==> src/hw/rtl/utf8_stream_decoder_macros.svh <==
// assertion macros for the utf8 stream decoder
`ifndef UTF8_STREAM_DECODER_MACROS_SVH
`define UTF8_STREAM_DECODER_MACROS_SVH

// antecedent implies consequent in the same cycle, checked out of reset
`define UTF8SD_ASSERT_IMPLY(label, ante, cons) \
	label: assert property (@(posedge clk) disable iff (!arst_n) (ante) |-> (cons)) \
		else $error("utf8sd check failed: implication broken");

// condition must never hold, checked out of reset
`define UTF8SD_ASSERT_NEVER(label, cond) \
	label: assert property (@(posedge clk) disable iff (!arst_n) !(cond)) \
		else $error("utf8sd check failed: forbidden condition seen");

`endif

==> src/hw/rtl/utf8sd_pkg.sv <==
// shared types, constants and lead byte helpers for the utf8 stream decoder
package utf8sd_pkg;

	localparam int unsigned CP_W = 31;
	localparam int unsigned WID_W = 8;

	localparam logic [CP_W-1:0] REPLACEMENT_CP = 31'd63;
	localparam logic [WID_W-1:0] WIDTH_MAX = 8'd255;
	localparam logic [WID_W-1:0] WIDTH_ONE = 8'd1;

	// lead byte classes
	localparam logic [1:0] LEAD_ASCII = 2'd0;
	localparam logic [1:0] LEAD_MULTI = 2'd1;
	localparam logic [1:0] LEAD_BAD = 2'd2;

	// one decoded character
	typedef struct packed {
		logic [CP_W-1:0] code_point;
		logic [WID_W-1:0] byte_width;
		logic malformed;
		logic last_of_run;
	} result_t;

	// what a lead byte tells
	typedef struct packed {
		logic [1:0] kind;
		logic [4:0] value;
		logic [2:0] pending;
	} lead_t;

	// what one decode step hands to the result queue
	typedef struct packed {
		result_t res0;
		result_t res1;
		logic [1:0] count;
	} step_t;

	function automatic logic [WID_W-1:0] sat_inc(input logic [WID_W-1:0] w);
		sat_inc = (w == WIDTH_MAX) ? WIDTH_MAX : w + WIDTH_ONE;
	endfunction

	function automatic lead_t lead_decode(input logic [7:0] b);
		lead_t l;
		l = '{kind: LEAD_BAD, value: 5'd0, pending: 3'd0};
		if (b inside {[8'h00:8'h7F]}) begin
			l.kind = LEAD_ASCII;
		end else if (b inside {[8'hC0:8'hDF]}) begin
			l = '{kind: LEAD_MULTI, value: b[4:0], pending: 3'd1};
		end else if (b inside {[8'hE0:8'hEF]}) begin
			l = '{kind: LEAD_MULTI, value: {1'b0, b[3:0]}, pending: 3'd2};
		end else if (b inside {[8'hF0:8'hF7]}) begin
			l = '{kind: LEAD_MULTI, value: {2'b0, b[2:0]}, pending: 3'd3};
		end else if (b inside {[8'hF8:8'hFB]}) begin
			l = '{kind: LEAD_MULTI, value: {3'b0, b[1:0]}, pending: 3'd4};
		end else if (b inside {[8'hFC:8'hFD]}) begin
			l = '{kind: LEAD_MULTI, value: {4'b0, b[0]}, pending: 3'd5};
		end
		lead_decode = l;
	endfunction

endpackage

==> src/hw/rtl/utf8sd_decode.sv <==
// decoder state and the single-pass decode of one byte into up to two results
module utf8sd_decode
	import utf8sd_pkg::*;
(
	input  logic clk,
	input  logic arst_n,
	input  logic advance,
	input  logic [7:0] data_byte,
	input  logic end_of_message,
	output step_t step
);

	localparam logic [1:0] PH_IDLE = 2'd0;
	localparam logic [1:0] PH_STRAY = 2'd1;
	localparam logic [1:0] PH_CONT = 2'd2;
	localparam logic [1:0] PH_DONE = 2'd3;

	logic [1:0] phase_q, phase_d;
	logic [2:0] pend_q, pend_d;
	logic [CP_W-1:0] acc_q, acc_d;
	logic [WID_W-1:0] wid_q, wid_d;

	result_t res [2];
	logic [1:0] n;
	logic cont;
	logic do_boundary;
	logic do_lead;
	logic [WID_W-1:0] lead_w;
	lead_t li;

	assign cont = (data_byte[7:6] == 2'b10);
	assign li = lead_decode(data_byte);

	// next state and results for the byte in the input stage
	always_comb begin
		phase_d = phase_q;
		pend_d = pend_q;
		acc_d = acc_q;
		wid_d = wid_q;
		res[0] = '0;
		res[1] = '0;
		n = 2'd0;
		do_boundary = 1'b0;
		do_lead = 1'b0;
		lead_w = WIDTH_ONE;

		case (phase_q)
			PH_IDLE: begin
				do_boundary = 1'b1;
			end
			PH_STRAY: begin
				if (cont) begin
					wid_d = sat_inc(wid_q);
				end else begin
					do_lead = 1'b1;
					lead_w = sat_inc(wid_q);
				end
			end
			PH_CONT: begin
				if (cont) begin
					acc_d = {acc_q[CP_W-7:0], data_byte[5:0]};
					wid_d = sat_inc(wid_q);
					pend_d = pend_q - 3'd1;
					if (pend_d == 3'd0) begin
						res[n[0]] = '{acc_d, wid_d, 1'b0, 1'b0};
						n = n + 2'd1;
						phase_d = PH_IDLE;
					end
				end else begin
					// broken sequence, the byte then starts afresh
					res[n[0]] = '{REPLACEMENT_CP, wid_q, 1'b1, 1'b0};
					n = n + 2'd1;
					phase_d = PH_IDLE;
					do_boundary = 1'b1;
				end
			end
			default: begin
			end
		endcase

		// byte seen at a character boundary
		if (do_boundary) begin
			if (data_byte == 8'd0) begin
				phase_d = PH_DONE;
			end else if (cont) begin
				phase_d = PH_STRAY;
				wid_d = WIDTH_ONE;
			end else begin
				do_lead = 1'b1;
				lead_w = WIDTH_ONE;
			end
		end

		// lead byte
		if (do_lead) begin
			case (li.kind)
				LEAD_ASCII: begin
					res[n[0]] = '{{{(CP_W-8){1'b0}}, data_byte}, lead_w, 1'b0, 1'b0};
					n = n + 2'd1;
					phase_d = PH_IDLE;
				end
				LEAD_MULTI: begin
					acc_d = {{(CP_W-5){1'b0}}, li.value};
					pend_d = li.pending;
					wid_d = lead_w;
					phase_d = PH_CONT;
				end
				default: begin
					res[n[0]] = '{REPLACEMENT_CP, lead_w, 1'b1, 1'b0};
					n = n + 2'd1;
					phase_d = PH_IDLE;
				end
			endcase
		end

		// end of message flushes a truncated character and clears state
		if (end_of_message) begin
			if (phase_d == PH_STRAY || phase_d == PH_CONT) begin
				res[n[0]] = '{REPLACEMENT_CP, wid_d, 1'b1, 1'b0};
				n = n + 2'd1;
			end
			phase_d = PH_IDLE;
			pend_d = 3'd0;
			acc_d = '0;
			wid_d = '0;
		end

		// mark the final result of this byte
		if (n == 2'd2) begin
			res[1].last_of_run = 1'b1;
		end else if (n == 2'd1) begin
			res[0].last_of_run = 1'b1;
		end
	end

	assign step = '{res0: res[0], res1: res[1], count: advance ? n : 2'd0};

	// decoder state
	always_ff @(posedge clk or negedge arst_n) begin
		if (!arst_n) begin
			phase_q <= PH_IDLE;
			pend_q <= 3'd0;
			acc_q <= '0;
			wid_q <= '0;
		end else if (advance) begin
			phase_q <= phase_d;
			pend_q <= pend_d;
			acc_q <= acc_d;
			wid_q <= wid_d;
		end
	end

endmodule

==> src/hw/rtl/utf8sd_result_fifo.sv <==
// small result queue taking up to two results a cycle and giving one
module utf8sd_result_fifo
	import utf8sd_pkg::*;
#(
	parameter int unsigned DEPTH = 4
) (
	input  logic clk,
	input  logic arst_n,
	input  step_t step,
	input  logic pop,
	output result_t head,
	output logic [$clog2(DEPTH+1)-1:0] count
);

	localparam int unsigned PW = $clog2(DEPTH);
	localparam int unsigned CW = $clog2(DEPTH+1);
	localparam logic [PW-1:0] LAST_PTR = PW'(DEPTH-1);

	function automatic logic [PW-1:0] ptr_inc(input logic [PW-1:0] p);
		ptr_inc = (p == LAST_PTR) ? '0 : p + PW'(1);
	endfunction

	result_t mem [DEPTH];
	logic [PW-1:0] wr_q, rd_q, wr_next;
	logic [CW-1:0] count_q;

	assign wr_next = ptr_inc(wr_q);
	assign head = mem[rd_q];
	assign count = count_q;

	// result storage
	always_ff @(posedge clk) begin
		if (step.count != 2'd0) begin
			mem[wr_q] <= step.res0;
		end
		if (step.count == 2'd2) begin
			mem[wr_next] <= step.res1;
		end
	end

	// pointers and fill count
	always_ff @(posedge clk or negedge arst_n) begin
		if (!arst_n) begin
			wr_q <= '0;
			rd_q <= '0;
			count_q <= '0;
		end else begin
			if (step.count == 2'd1) begin
				wr_q <= wr_next;
			end else if (step.count == 2'd2) begin
				wr_q <= ptr_inc(wr_next);
			end
			if (pop) begin
				rd_q <= ptr_inc(rd_q);
			end
			count_q <= count_q + CW'(step.count) - CW'(pop);
		end
	end

endmodule

==> src/hw/rtl/utf8_stream_decoder.sv <==
// top level of the streaming utf8 decoder (legacy one to six byte form)
//
//  channel | handshake              | payload
//  byte    | byte_valid, byte_stall | data_byte, end_of_message
//  char    | char_valid, char_stall | code_point, byte_width, malformed, last_of_run
//
// one byte is taken per cycle while byte_stall is low; it waits in the input stage
// until the decoder advances; its results are registered in the result queue and
// offered on the char side one result per cycle while char_stall is low, two at most.
// the rate is set by the result queue: a byte is decoded only when it has room
// for two results, so a stalled char side backs up into the byte side.
// reset clears the decoder state and the queue; the next byte is at a boundary.
`include "utf8_stream_decoder_macros.svh"

module utf8_stream_decoder
	import utf8sd_pkg::*;
#(
	parameter int unsigned RESULT_DEPTH = 4
) (
	input  logic clk,
	input  logic arst_n,
	input  logic byte_valid,
	output logic byte_stall,
	input  logic [7:0] data_byte,
	input  logic end_of_message,
	output logic char_valid,
	input  logic char_stall,
	output logic [CP_W-1:0] code_point,
	output logic [WID_W-1:0] byte_width,
	output logic malformed,
	output logic last_of_run
);

	localparam int unsigned CW = $clog2(RESULT_DEPTH+1);
	localparam logic [CW-1:0] ROOM_LIMIT = CW'(RESULT_DEPTH-2);
	localparam logic [CW-1:0] DEPTH_C = CW'(RESULT_DEPTH);

	logic valid_s1;
	logic [7:0] data_s1;
	logic eom_s1;
	logic room;
	logic advance;
	logic pop;
	step_t step;
	result_t head;
	logic [CW-1:0] fifo_count;

	assign room = (fifo_count <= ROOM_LIMIT);
	assign advance = valid_s1 && room;
	assign byte_stall = valid_s1 && !room;
	assign char_valid = (fifo_count != '0);
	assign pop = char_valid && !char_stall;

	// input stage
	always_ff @(posedge clk or negedge arst_n) begin
		if (!arst_n) begin
			valid_s1 <= 1'b0;
		end else if (byte_valid && !byte_stall) begin
			valid_s1 <= 1'b1;
		end else if (advance) begin
			valid_s1 <= 1'b0;
		end
	end

	always_ff @(posedge clk) begin
		if (byte_valid && !byte_stall) begin
			data_s1 <= data_byte;
			eom_s1 <= end_of_message;
		end
	end

	// decode step
	utf8sd_decode u_decode (
		.clk            (clk),
		.arst_n         (arst_n),
		.advance        (advance),
		.data_byte      (data_s1),
		.end_of_message (eom_s1),
		.step           (step)
	);

	// result queue
	utf8sd_result_fifo #(
		.DEPTH (RESULT_DEPTH)
	) u_fifo (
		.clk    (clk),
		.arst_n (arst_n),
		.step   (step),
		.pop    (pop),
		.head   (head),
		.count  (fifo_count)
	);

	assign code_point = head.code_point;
	assign byte_width = head.byte_width;
	assign malformed = head.malformed;
	assign last_of_run = head.last_of_run;

	// checks
	`UTF8SD_ASSERT_NEVER(a_queue_overflow, fifo_count > DEPTH_C)
	`UTF8SD_ASSERT_IMPLY(a_pair_last, step.count == 2'd2, !step.res0.last_of_run && step.res1.last_of_run)
	`UTF8SD_ASSERT_IMPLY(a_single_last, step.count == 2'd1, step.res0.last_of_run)
	`UTF8SD_ASSERT_IMPLY(a_push_needs_room, step.count != 2'd0, fifo_count <= ROOM_LIMIT)

endmodule
==> config.mk <==
export PLATFORM = sky130hd
export DESIGN_NAME = utf8_stream_decoder
export DESIGN_NICKNAME = d
export VERILOG_FILES = /design/src/hw/rtl/utf8sd_pkg.sv /design/src/hw/rtl/utf8sd_decode.sv /design/src/hw/rtl/utf8sd_result_fifo.sv /design/src/hw/rtl/utf8_stream_decoder.sv
export VERILOG_INCLUDE_DIRS = /design/src /design/src/hw/rtl
export SDC_FILE = /design/constraint.sdc
export NUM_CORES = 1
export LEC_CHECK = 0
export ABC_AREA = 1
export BUFFER_PORTS_ARGS = -buffer_cell sky130_fd_sc_hd__buf_2
export CORE_UTILIZATION = 40
export CTS_CLUSTER_DIAMETER = 80
export DETAILED_ROUTE_END_ITERATION = 8
export HOLD_SLACK_MARGIN = 0.06
export MAX_ROUTING_LAYER = met4
export PLACE_DENSITY = 0.54
export RECOVER_POWER = 50
export SETUP_SLACK_MARGIN = 0.15
export SYNTH_ARGS = -nofsm -noshare
export SYNTH_HDL_FRONTEND = slang
export SYNTH_SLANG_ARGS = --single-unit
==> constraint.sdc <==
create_clock -name clk -period 9.38 [get_ports clk]
set_input_delay 0.938 -clock clk [delete_from_list [all_inputs] [get_ports clk]]
set_output_delay 0.938 -clock clk [all_outputs]
set_load 0.03 [all_outputs]
# Word-level counts from Yosys, hierarchy flattened
# Memories as Yosys holds them, arrays and structs flattened.
# Index checks and enable logic that the tools add are counted.
[word_totals]
reg_bits = 61
mem_bits_rw = 164
input_bits = 13
output_inout_bits = 43
elab_cells = 160
mem_count = 1
[memory_table]
columns = ["name", "depth", "word_bits", "read_ports", "rd_ports_with_merged_regs", "write_ports", "line_no", "text"]
rows = [
  ["u_fifo.mem", 4, 41, 1, 0, 2, "utf8sd_result_fifo.sv:23", "result_t mem [DEPTH];"],
]
[classes]
n_addsub = 9
order_cmp = 17
eq_ne = 14
mux = 82
bitwise = 2
n_reduce_logical = 25
[op_table]
columns = ["cell", "n"]
rows = [
  ["bitwise mux 82 bit", 3],
  ["two-way mux 82 bit", 3],
  ["two-way mux 41 bit", 5],
  ["case mux 82 bit (2 select lines)", 1],
  ["two-way mux 31 bit", 5],
  ["two-way mux 8 bit", 15],
  ["demux 41 bit (select 1 bit)", 2],
  ["two-way mux 10 bit", 5],
  ["two-way mux 2 bit", 21],
  ["greater-or-equal comparator 8 bit (second input constant)", 5],
  ["<= comparator 8 bit (second input constant)", 5],
  ["== test 2 bit (second input constant)", 8],
  ["two-way mux 1 bit", 16],
  ["two-way mux 3 bit", 5],
  ["logical AND 1 bit", 12],
  ["adder 2 x 1 -> 2 bit (second input constant)", 5],
  ["== test 2 x 1 -> 1 bit (second input constant)", 5],
  ["adder 8 x 1 -> 8 bit (second input constant)", 1],
  ["== test 8 bit (second input constant)", 1],
  ["greater-or-equal comparator 8 x 1 -> 1 bit (second input constant)", 1],
  ["<= comparator 8 x 7 -> 1 bit (second input constant)", 1],
  ["logical NOT 8 bit", 1],
  ["nonzero test 2 bit", 3],
  ["greater-or-equal comparator 2 bit (second input constant)", 2],
  ["13 further kinds", 18],
]

# Logic depth before layout (Yosys ltp)
[depth]
ltp_word = 21
depth_mapped = 24
depth_no_buf = 22

# Cells and area by module
# A second synthesis with hierarchy kept.
[hier_totals]
cells_unflattened = 1543
area_unflattened_um2 = 12700.9
[modules_own_cells]
columns = ["module", "instances", "cells_per_inst", "area_each_um2"]
rows = [
  ["utf8sd_result_fifo", 1, 910, 8514.4],
  ["utf8sd_decode", 1, 612, 3834.9],
  ["utf8_stream_decoder", 1, 21, 351.6],
]

# Worst setup path after synthesis
# Ideal clock, no wire load.
[synth_timing]
path_kind = "register to register"
start = "reg u_decode.phase_q[0]"
end = "mem u_fifo.mem[2][0] in the netlist's numbering (enable)"
setup_ns = 0.496
arrival_ns = 5.408
t_required_ns = 8.884
setup_slack_ns = 3.476
path_stages_with_launch = 16
n_path_buf = 2
cell_sequence = "dfrtp_1 inv_1 ha_1 clkbuf_1 nand4_1 nand2_2 ha_1 o21ai_1 inv_1 nand3_4 buf_12 nand2_2 nand2_2 nand2_2 ha_1 o21ai_0"
[synth_lines]
columns = ["element", "line_no", "text"]
rows = [
  ["start: declaration", "utf8sd_decode.sv:18", "logic [1:0] phase_q, phase_d;"],
  ["start signal: assignment", "utf8sd_decode.sv:146", "phase_q <= phase_d;"],
  ["end: declaration", "utf8sd_result_fifo.sv:23", ""],
]

==> flow_summary_export.csv <==
group,metric,value,unit
status,outcome,"finished, violations left",
status,failed_checks,"max-capacitance violations, max-slew violations",
die,die_w,172,um
critical_path,cp.arrival,7160,ps
die,core_area,28100,um^2
critical_path,worstReg2RegStart,"data_s1[7]",
timing,max_freq,145,MHz
detailed_routing,wl,32700,um
cts,post_cts_buffers,0,
critical_path,cpMostUsedCell,"nand2_2",
cts,clockRootBuffer,"clkbuf_16",
placement,gp_congestion,0.887,
detailed_routing,ant_nets,0,
layout,final_cell_mix,"nand2_1 (272), nor2_1 (218), edfxtp_1 (173), o21ai_0 (136), inv_1 (94)",
die,start_util,0.411,
synth,synth-seq-cells,219,
cts,cts_repair_resize_count,0,
critical_path,critical-path-top-delay-family,"simple AND/OR/NAND/NOR gates",
global_route,grt.overflow.total,0,
placement,hpwl,21000,um
timing,tns,0,ps
die,die_area,29500,um^2
detailed_routing,vias,9350,
critical_path,reg2reg_slack,2480,ps
synth,synthTopCellsByArea,"edfxtp_1 (45%), dfrtp_1 (10%), nand2_1 (8.7%), nor2_1 (7.1%), o21ai_0 (5.4%)",
synth,ys_seq_area_frac,0.550,
critical_path,cp_max_fo,38,
layout,multi_input_area,4470,um^2
synth,avgSynthCellArea,8.91,um^2
critical_path,critPathRequiredTime,9630,ps
placement,io_buffers,55,
cts,numCtsBuffers,26,
cts,clock_latency,540,ps
critical_path,crit_path_end_kind,"flop",
hold_path,hold_end,"u_decode.acc_q[19]",
layout,seqCellArea,6350,um^2
pwr,leakage,5.29,nW
timing,setup_viol,0,
global_route,grt_start_max_net_pins,86,
synth,syn_inst,1295,
detailed_routing,route.detailed.wl_per_inst,19.0,um
global_route,grt_usage,0.234,
cts,clk_transition_reported_paths,60,ps
timing,tightest_slew,3800,ps
critical_path,crit_cells,17,
timing,hold_viol_final,0,
hold_path,hold_class,"reg2reg",
synth,synth-edff-count,173,
detailed_routing,vias_per_cell,5.43,
cts,cts_tree,"done",
die,die_height,172,um
critical_path,slowest_delay,930,ps
timing,slew_headroom,-1.54,
timing,min_period,6900,ps
pwr,peakVddDrop,0.188,mV
cts,cts.sinks,219,
layout,final_nets,1358,
critical_path,rr_worst_depth,17,
synth,synthArstFlopShare,0.210,
critical_path,slowest_stage,"inv_2",
layout,final.fill_count,2805,
layout,syn2layout_area_growth,11.0,%
synth,synth_warnings,0,
pwr,power_density,364,nW/um^2
detailed_routing,drcViolationCount,0,
critical_path,path_buf_inv,5,
placement,dp_slack,3980,ps
synth,synthFlopType,"edfxtp_1",
timing,fin_ws,2480,ps
synth,synth_top_area_frac,0.450,
global_route,grt_pass1_vias,8716,
cts,htreeDepth,1,
die,core.rowCount,61,
job,cap_viol_max_count,2,
timing,rsz0062_at_grt,"no",
critical_path,worstSetupPathType,"reg2reg",
detailed_routing,first_pass_iters,5,
timing,period_share,0.736,
hold_path,hold_depth,2,
hold_path,hp-start,"u_decode.acc_q[19]",
global_route,grt_pass1_wl,51600,um
timing,skew,20.9,ps
synth,syn_area,11500,um^2
synth,synth_top_cell_by_area,"edfxtp_1",
critical_path,critical_path.cell_chain,"inv_1, nor2_1, clkinvlp_2, nand2_1, nand2_2, ha_1, o21ai_1, inv_1, nand3_4, nand2_2, nand2_2, nand2_2, inv_1, ha_1, nand2_1, inv_2, nor2_1",
cts,cts_hold_buf,0,
layout,layout_commonest_cell,"nand2_1",
critical_path,critPathLaunchType,"flop",
synth,synth.distinct_cells,44,
layout,layout-drive-gt1-share,0.0782,
synth,syn_nets,1330,
layout,antenna_cells,0,
cts,clock_path_buffers,3,
detailed_routing,initialDrtViolationCount,1024,
die,io_pins,56,
critical_path,reg2reg_to,"u_fifo.mem[0][25]",
global_route,antenna_found_initial,0,
timing,slew_viol_final,133,
==> sequential cells by signal (all words and copies together), names as in the netlist <==
signal,count
data_s1,8
u_fifo.count,3
u_decode.acc_q,25
eom_s1,1
u_decode.pend_q,3
valid_s1,1
u_fifo.wr_q,2
u_fifo.rd_q,2
u_decode.wid_q,8
u_fifo.mem,164
u_decode.phase_q,2
==> logic make-up (layout without fill, tap and decap cells) <==
logic type / Yosys count / count (layout) / synth area share
AND/OR/NAND/NOR: 612 / 612 / 0.225
AO/OA/AOI/OAI: 264 / 264 / 0.135
flip-flops: 219 / 219 / 0.550
buffers and inverters: 173 / 221 / 0.0616
adder cells (fa/ha/maj): 22 / 22 / 0.0245
XOR/XNOR: 5 / 5 / 0.00380
==> area by class of cell <==
cell class,instances,area share
Sequential cell,219,0.495
Inverter,102,0.0300
Multi-Input combinational cell,903,0.349
Clock buffer,35,0.0558
Clock inverter,13,0.00684
Timing Repair Buffer,71,0.0263
Tap cell,378,0.0369
==> synthesized netlist by cell type (7+ instances only) <==
| master | count |
|---|---|
| a21oi_1 | 31 |
| buf_2 | 14 |
| clkbuf_1 | 49 |
| dfrtp_1 | 46 |
| edfxtp_1 | 173 |
| ha_1 | 21 |
| inv_1 | 92 |
| inv_2 | 8 |
| nand2_1 | 269 |
| nand2_2 | 8 |
| nand2_4 | 7 |
| nand3_1 | 82 |
| nand4_1 | 17 |
| nor2_1 | 217 |
| o21ai_0 | 124 |
| o21ai_1 | 20 |
| o22ai_1 | 54 |
| o32ai_1 | 11 |
==> where the power goes <==
| part | leakage, nW | internal (mW) | switching (mW) |
|---|---|---|---|
| registers | 2.24 | 1.42 | 0.103 |
| logic | 2.66 | 0.539 | 1.66 |
| clock network | 0.397 | 0.537 | 0.404 |
| total | 5.29 | 2.49 | 2.17 |
==> how the worst max path moves through the flow <==
stage / startpoint / slack [ps] / to
final: data_s1[7] / 2480 / u_fifo.mem[0][25]
after global routing: data_s1[7] / 1730 / u_fifo.mem[0][25]
after CTS: data_s1[7] / 3990 / u_fifo.mem[0][21]
after detailed placement: data_s1[7] / 3980 / u_fifo.mem[0][31]
after global placement: data_s1[7] / 4130 / u_fifo.mem[0][30]
after floorplan: u_decode.phase_q[0] / 3480 / u_fifo.mem[2][0]
==> through the flow <==
stage / cells / hold WS, ps / total power, mW / util / cell area (um^2)
floorplan: 1295 / 452 / 3.12 / - / 11500
global placement: 1673 / 466 / 3.79 / 0.432 / 12100
detailed placement: 1673 / 482 / 3.79 / 0.432 / 12100
CTS: 1721 / 497 / 4.73 / 0.461 / 12900
global route: 1721 / 524 / 4.98 / 0.456 / 12800
finish: 1721 / 494 / 4.66 / 0.456 / 12800
==> worst reg2reg max path: stages (launching register included) <==
cell,delay [ps]
edfxtp_1,610
inv_1,120
nor2_1,800
clkinvlp_2,710
nand2_1,390
nand2_2,200
ha_1,340
o21ai_1,620
inv_1,240
nand3_4,360
nand2_2,80
nand2_2,120
nand2_2,90
inv_1,70
ha_1,200
nand2_1,570
inv_2,940
nor2_1,170
==> per-layer routing <==
layer	track usage	vias to the layer above	part of all wire
met3	0.0220	39	0.062
met5	-	-	0
met1	0.354	4492	0.49
li1	-	4490	-
met2	0.343	329	0.43
met4	0.0439	0	0.013
No activity file was read; power rests on OpenSTA's default activity.
